<file path="src/kts_pkg.sv">
`timescale 1ns / 1ps
`default_nettype none
package kts_pkg;

  localparam int unsigned MaxKeys = 64;
  localparam int unsigned IdxW    = $clog2(MaxKeys);
  localparam int unsigned CntW    = $clog2(MaxKeys + 1);

  localparam logic [1:0] CfgKeyCount = 2'd0;
  localparam logic [1:0] CfgDuration = 2'd1;
  localparam logic [1:0] CfgLoop     = 2'd2;
  localparam logic [1:0] CfgStep     = 2'd3;

  localparam logic ReqWrite = 1'b0;
  localparam logic ReqTick  = 1'b1;

  // controller to datapath
  typedef struct packed {
    logic       load_in;    // capture input beat
    logic       wr_key;     // store keyframe
    logic       clk_upd;    // start clock update
    logic       mod_step;   // one restoring step of clock modulo
    logic       clk_fin;    // commit clock
    logic       rd_key;     // issue read at search index
    logic       seg_chk;    // evaluate segment
    logic       idx_inc;    // advance search index
    logic       idx_clr;    // clear search index
    logic       div_init;   // start fraction divide
    logic       div_step;   // one divide step
    logic       rd_next;    // read upper key of segment
    logic       mul_go;     // register blend products
    logic       out_load;   // load result register
    logic       use_first;  // take key 0 as result
  } kts_cmd_t;

  // datapath to controller
  typedef struct packed {
    logic is_tick;
    logic mod_need;   // clock wraps in loop mode with non-zero duration
    logic seg_hit;
    logic seg_zero;
    logic seg_last;   // no further segment to test
    logic early;      // single key or clock at/before key 0
  } kts_sts_t;

endpackage
`default_nettype wire

</file>
<file path="src/kts_ctrl.sv">
`timescale 1ns / 1ps
`default_nettype none
module kts_ctrl import kts_pkg::*; (
  input  wire      clk_i,
  input  wire      rst_ni,
  input  wire      in_valid,
  output logic     in_ready,
  output logic     out_valid,
  input  wire      out_ready,
  input  kts_sts_t sts_i,
  output kts_cmd_t cmd_o
);

  typedef enum logic [11:0] {
    StIdle  = 12'b000000000001,
    StDec   = 12'b000000000010,
    StMod   = 12'b000000000100,
    StFin   = 12'b000000001000,
    StRd0   = 12'b000000010000,
    StEarly = 12'b000000100000,
    StRd    = 12'b000001000000,
    StChk   = 12'b000010000000,
    StDiv   = 12'b000100000000,
    StMul   = 12'b001000000000,
    StOut   = 12'b010000000000,
    StWait  = 12'b100000000000
  } state_e;

  state_e state_q, state_d;
  logic [5:0] cnt_q, cnt_d;
  logic out_valid_q, out_valid_d;

  assign out_valid = out_valid_q;
  assign in_ready  = (state_q == StIdle);

  // sequencer
  always_comb begin
    state_d = state_q;
    cnt_d = cnt_q;
    out_valid_d = out_valid_q;
    cmd_o = '0;
    if (out_valid_q && out_ready) out_valid_d = 1'b0;
    case (state_q)
      StIdle: begin
        if (in_valid) begin
          cmd_o.load_in = 1'b1;
          state_d = StDec;
        end
      end
      StDec: begin
        if (!sts_i.is_tick) begin
          cmd_o.wr_key = 1'b1;
          state_d = StIdle;
        end else begin
          cmd_o.clk_upd = 1'b1;
          cnt_d = '0;
          state_d = StMod;
        end
      end
      StMod: begin
        if (sts_i.mod_need) begin
          cmd_o.mod_step = 1'b1;
          cnt_d = cnt_q + 6'd1;
          if (cnt_q == 6'd32) state_d = StFin;
        end else begin
          state_d = StFin;
        end
      end
      StFin: begin
        cmd_o.clk_fin = 1'b1;
        cmd_o.idx_clr = 1'b1;
        state_d = StRd0;
      end
      StRd0: begin
        cmd_o.rd_key = 1'b1;
        state_d = StEarly;
      end
      StEarly: begin
        // key 0 data now registered
        if (sts_i.early) begin
          cmd_o.use_first = 1'b1;
          state_d = StWait;
        end else begin
          cmd_o.rd_key = 1'b1;
          state_d = StRd;
        end
      end
      StRd: begin
        cmd_o.rd_next = 1'b1;
        state_d = StChk;
      end
      StChk: begin
        cmd_o.seg_chk = 1'b1;
        if (sts_i.seg_hit) begin
          if (sts_i.seg_zero) begin
            state_d = StWait;
          end else begin
            cmd_o.div_init = 1'b1;
            cnt_d = '0;
            state_d = StDiv;
          end
        end else if (sts_i.seg_last) begin
          cmd_o.use_first = 1'b1;
          state_d = StWait;
        end else begin
          // upper key of this segment becomes the lower key of the next
          cmd_o.idx_inc = 1'b1;
          state_d = StRd;
        end
      end
      StDiv: begin
        cmd_o.div_step = 1'b1;
        cnt_d = cnt_q + 6'd1;
        if (cnt_q == 6'd47) state_d = StMul;
      end
      StMul: begin
        cmd_o.mul_go = 1'b1;
        state_d = StOut;
      end
      StOut: begin
        state_d = StWait;
      end
      StWait: begin
        if (!out_valid_q || out_ready) begin
          cmd_o.out_load = 1'b1;
          out_valid_d = 1'b1;
          state_d = StIdle;
        end
      end
      default: state_d = StIdle;
    endcase
  end

  always_ff @(posedge clk_i or negedge rst_ni) begin
    if (!rst_ni) begin
      state_q <= StIdle;
      cnt_q <= '0;
      out_valid_q <= 1'b0;
    end else begin
      state_q <= state_d;
      cnt_q <= cnt_d;
      out_valid_q <= out_valid_d;
    end
  end

endmodule
`default_nettype wire

</file>
<file path="config.mk">
export PLATFORM = sky130hd
export DESIGN_NAME = kts_ctrl
export DESIGN_NICKNAME = d
export VERILOG_FILES = /design/src/kts_pkg.sv /design/src/kts_ctrl.sv
export SDC_FILE = /design/constraint.sdc
export NUM_CORES = 1
export LEC_CHECK = 0
export BUFFER_PORTS_ARGS = -buffer_cell sky130_fd_sc_hd__buf_2
export CAP_MARGIN = 20
export CELL_PAD_IN_SITES_DETAIL_PLACEMENT = 1
export CELL_PAD_IN_SITES_GLOBAL_PLACEMENT = 1
export CORE_ASPECT_RATIO = 1.75
export CORE_MARGIN = 3
export CORE_UTILIZATION = 41
export CTS_CLUSTER_DIAMETER = 50
export DETAILED_ROUTE_END_ITERATION = 12
export PLACE_DENSITY = 0.82
export SYNTH_ARGS = -nofsm -noshare
export SYNTH_HDL_FRONTEND = slang
export SYNTH_SLANG_ARGS = --single-unit
</file>
<file path="constraint.sdc">
create_clock -name clk_i -period 3.3 [get_ports clk_i]
set_clock_uncertainty 0.2 [all_clocks]
set_input_delay 0.495 -clock clk_i [delete_from_list [all_inputs] [get_ports clk_i]]
set_output_delay 0.495 -clock clk_i [all_outputs]
set_load 0.03 [all_outputs]
</file>
### Word level (Yosys, flattened, before mapping)

Index checks and enable logic that the tools add are counted.

| word-level totals | value |
|---|---|
| flip-flop bits (word level) | 19 |
| input bits | 10 |
| output and inout bits | 17 |
| word-level logic and storage cells | 76 |

| operators by class | value |
|---|---|
| add/sub/neg operators | 1 |
| equal/unequal tests | 22 |
| muxes and demuxes | 44 |
| reduce and logical (&&, ||, !) cells | 6 |

Operators with widths:

| kind | count |
|---|---|
| $pmux 12 s12 | 1 |
| $mux 12 | 9 |
| $mux 1 | 24 |
| $mux 6 | 4 |
| $pmux 6 s4 | 1 |
| $ne 2x2->1 const B | 7 |
| $eq 12x1->1 const B | 1 |
| $eq 12x10->1 const B | 1 |
| $eq 12x11->1 const B | 1 |
| $eq 12x12->1 const B | 1 |
| $eq 12x2->1 const B | 1 |
| $eq 12x3->1 const B | 1 |
| $eq 12x4->1 const B | 1 |
| $eq 12x5->1 const B | 1 |
| $eq 12x6->1 const B | 1 |
| $eq 12x7->1 const B | 1 |
| $eq 12x8->1 const B | 1 |
| $eq 12x9->1 const B | 1 |
| $eq 6x6->1 const B | 2 |
| $add 6x1->6 const B | 1 |
| $reduce_and 5->1 | 1 |
| $mux 2 | 2 |
| $pmux 1 s2 | 2 |
| $reduce_and 4->1 | 1 |
| other kinds (6) | 6 |

### Logic depth before layout (Yosys ltp)

| logic depth | value |
|---|---|
| depth after elaboration | 4 |
| gate-level depth with buffers | 6 |
| mapped depth without buffers | 5 |

### Worst setup path after synthesis

No wires, ideal clock.

| timing | value |
|---|---|
| path kind | register to output |
| start | reg state_q[4] |
| end | out cmd_o[10] (netlist bit) |
| data arrival time | 2.465 ns |
| required time | 2.605 ns |
| slack | 0.140 ns |
| cell stages (with the launch flop) | 5 |
| buffers on the path | 2 |
| cell sequence | dfrtp_1 > buf_2 > or4_4 > nor4_1 > buf_4 |

RTL lines:

| what | line | source |
|---|---|---|
| start, declared | kts_ctrl.sv:29 | `state_e state_q, state_d;` |
| start signal, assigned | kts_ctrl.sv:136 | `state_q <= StIdle;` |
| start signal, assigned | kts_ctrl.sv:140 | `state_q <= state_d;` |
| end, declared | kts_ctrl.sv:11 | `output kts_cmd_t cmd_o` |

==> run_results.csv <==
group,metric,value,unit
timing,fin_crit,3143,ps
yosys,synth_seq_cells,19,
setup_path,crit_arrival,2450,ps
floorplan,die_y,82.19,um
clock_network,cts_root_buffer,"clkbuf_8",
routing,drc_errors,0,
job,cap_viol_max_count,0,
clock_network,clkTransAtPathRegs,70,ps
clock_network,cts_tree,"done",
clock_network,cts_setup_buffers,0,
timing,max_freq,0.3182,GHz
final_layout,postLayoutCoreUtil,0.4921,
clock_network,clock-sinks,19,
yosys,synth_top_area_cell,"dfrtp_1",
final_layout,finalNetCount,191,
setup_path,r2r-end,"cnt_q[1]$_DFFE_PN0P_",
timing,slew_headroom,0.6985,
final_layout,syn2layout_area_growth,14.90,%
final_layout,instances_no_fill,221,
pwr,pwr-share-seq,0.394,
final_layout,diodes,0,
global_route,grt_antenna_before_repair,0,
yosys,synth.distinct_cells,45,
pwr,ir_worst_vdd,0.3445,mV
yosys,synth_top_cell_area_share,0.3312,
clock_network,clkLatencyLatePin,250,ps
placement,placed_cells,216,
setup_path,required,2600,ps
worst_hold_path,hold_path_end,"state_q[1]$_DFFE_PN0P_",
worst_hold_path,hold_class,"in -> reg",
final_layout,drive_above_1_share,0.2472,
floorplan,fp-row-count,27,
setup_path,path_buf_inv,1,
yosys,syn_area,1360,um^2
routing,vias_per_cell,5.588,
routing,drt-total-wl,3699,um
timing,hold_viol,0,
yosys,yosysMostFrequentCell,"dfrtp_1",
clock_network,htree_levels,1,
routing,via_count,1235,
status,status,"finished clean",
global_route,grtUsageTotal,0.1986,
setup_path,critical_path_class,"reg -> out",
setup_path,cp_slowest_cell,"or4_4",
setup_path,rrSetupSlack,860,ps
clock_network,cts_hold_buf,1,
clock_network,clock_path_buffers,2,
yosys,syn_inst,154,
pwr,power.switching,330.5,uW
yosys,synth-edff-count,0,
pwr,p_per_area,533.8,nW/um^2
global_route,grt_pass1_wl,6189,um
floorplan,core_area,3176,um^2
yosys,postSynthAreaPerCell,8.832,um^2
timing,grt_setup_unrepaired,"false",
pwr,power.leakage,0.0007869,uW
yosys,synthFlopType,"dfrtp_1",
routing,routedWlPerCell,16.74,um
floorplan,dieArea,4071,um^2
pwr,p_sw_frac,0.3961,
clock_network,cts_buffers,3,
yosys,synth_common_cells,"dfrtp_1, nand2_1, nor2_1",
worst_hold_path,hp-start,"in_valid",
setup_path,path_max_fanout,10,
floorplan,ios,27,
placement,place_hpwl,2945,um
yosys,syn-num-nets,166,
setup_path,start_kind,"flop",
final_layout,multi_input_area,809.5,um^2
yosys,synth_seq_area_share,0.3505,
setup_path,crit_path_end_kind,"output port",
floorplan,start_util,0.4283,
timing,tightestPinTransition,449.8,ps
timing,fin_crit_sh,0.9524,
setup_path,crit_chain,"or4_4 > or4_4 > nor3b_2 > nand2_1 > o21ai_0 > buf_2",
placement,place_congestion,0.9118,
pwr,clkPwrFrac,0.196,
global_route,grt_max_degree,20,
global_route,overflow,0,
yosys,ys_top_cells_by_area,"dfrtp_1, nand2b_1, nor4_1",
timing,slew_violations,0,
setup_path,crit_family,"simple AND/OR/NAND/NOR gates",
timing,setup-tns-final,0,ps
clock_network,cts_resized,0,
final_layout,seqCellArea,476.7,um^2
final_layout,fillers,414,
routing,first_iter_violations,26,
yosys,async_flop_share,1.000,
worst_hold_path,hold_depth,2,
global_route,grt_pass1_vias,1326,
setup_path,r2r-start,"state_q[4]$_DFFE_PN0P_",
pwr,pwr-share-comb,0.410,
setup_path,path_common_cell,"or4_4",
setup_path,critPathMaxStageDelay,590,ps
placement,port-buffer-count,26,
routing,ant_nets,0,
pwr,internal-power,503.8,uW
floorplan,die_w,49.54,um
setup_path,reg2regPathDepth,5,
routing,drtPass1Iterations,4,
yosys,ys_warn_count,0,
timing,setup_viol,0,
==> worst max-delay path by stage <==
stage | from | endpoint | depth (start not counted)
after detailed placement | state_q[1]$_DFFE_PN0P_ | cmd_o[0] | 6
after global placement | state_q[1]$_DFFE_PN0P_ | cmd_o[0] | 6
after global routing | state_q[1]$_DFFE_PN0P_ | cmd_o[0] | 6
final | state_q[1]$_DFFE_PN0P_ | cmd_o[0] | 6
after floorplan | state_q[4]$_DFFE_PN0P_ | cmd_o[10] | 4
after CTS | state_q[1]$_DFFE_PN0P_ | cmd_o[0] | 6
==> cells in the final DEF (no fill, tap or decap), types with 4 or more instances in the layout <==
master and instances:
or4_4 4, nand3_1 5, nor2_1 12, a211o_1 4, dfrtp_1 18, nor4_1 10, and3_1 4, buf_2 26
nor3_1 8, nand2_1 13, xnor2_1 4, nand2b_1 11, inv_1 6, a21oi_1 5
==> kinds of logic (layout without fill, tap and decap cells) <==
family                   Yosys count  in the layout  synth area share
AO/OA/AOI/OAI                     19             19            0.1058
flip-flops                        19             19            0.3505
adder cells (fa/ha/maj)            2              2           0.01840
buffers and inverters             15             39           0.05427
AND/OR/NAND/NOR                   91             91            0.4177
multiplexers                       2              2           0.01472
XOR/XNOR                           6              6           0.03864
==> state kept, by name, summed over array words and instances, names as in the netlist <==
signal and cells:
state_q 12, cnt_q 6, out_valid 1
==> final cells by class <==
| cell class | instances | area share |
|---|---|---|
| clock buffer | 4 | 0.02882 |
| tap | 43 | 0.03443 |
| multi-input combinational | 120 | 0.5180 |
| inverter | 6 | 0.01441 |
| sequential | 19 | 0.3050 |
| timing repair buffer | 29 | 0.09928 |
==> stage by stage <==
stage	power [uW]	hold slack (ps)	instance area, um^2	worst slack [ps]
2_1_floorplan	586.4	-0.5910	1360	140.1
3_3_place_gp	657.5	262.1	1508	457.9
3_5_place_dp	674.9	268.1	1508	431.7
4_1_cts	839.7	286.7	1563	146.0
5_1_grt	899.0	303.8	1563	28.98
6_report	834.3	286.6	1563	157.0
==> per-layer routing <==
metal | global-route usage | wire length [um] | share of wire | up-vias
met4 | 0.1108 | 119 | 0.032 | 0
met3 | 0.02154 | 59 | 0.016 | 10
met5 | 0 | 0 | 0 | -
met2 | 0.3727 | 2130 | 0.58 | 17
li1 | - | - | - | 605
met1 | 0.2136 | 1390 | 0.38 | 603
==> power groups by stage <==
stage / logic [uW] / clock network [uW] / registers [uW]
after floorplan: 287 / 0 / 299
after global placement: 332 / 0 / 326
after detailed placement: 343 / 0 / 332
after CTS: 345 / 167 / 327
after global routing: 384 / 181 / 334
final: 342 / 164 / 328
Note: power is estimated with default switching activity, not from simulation.
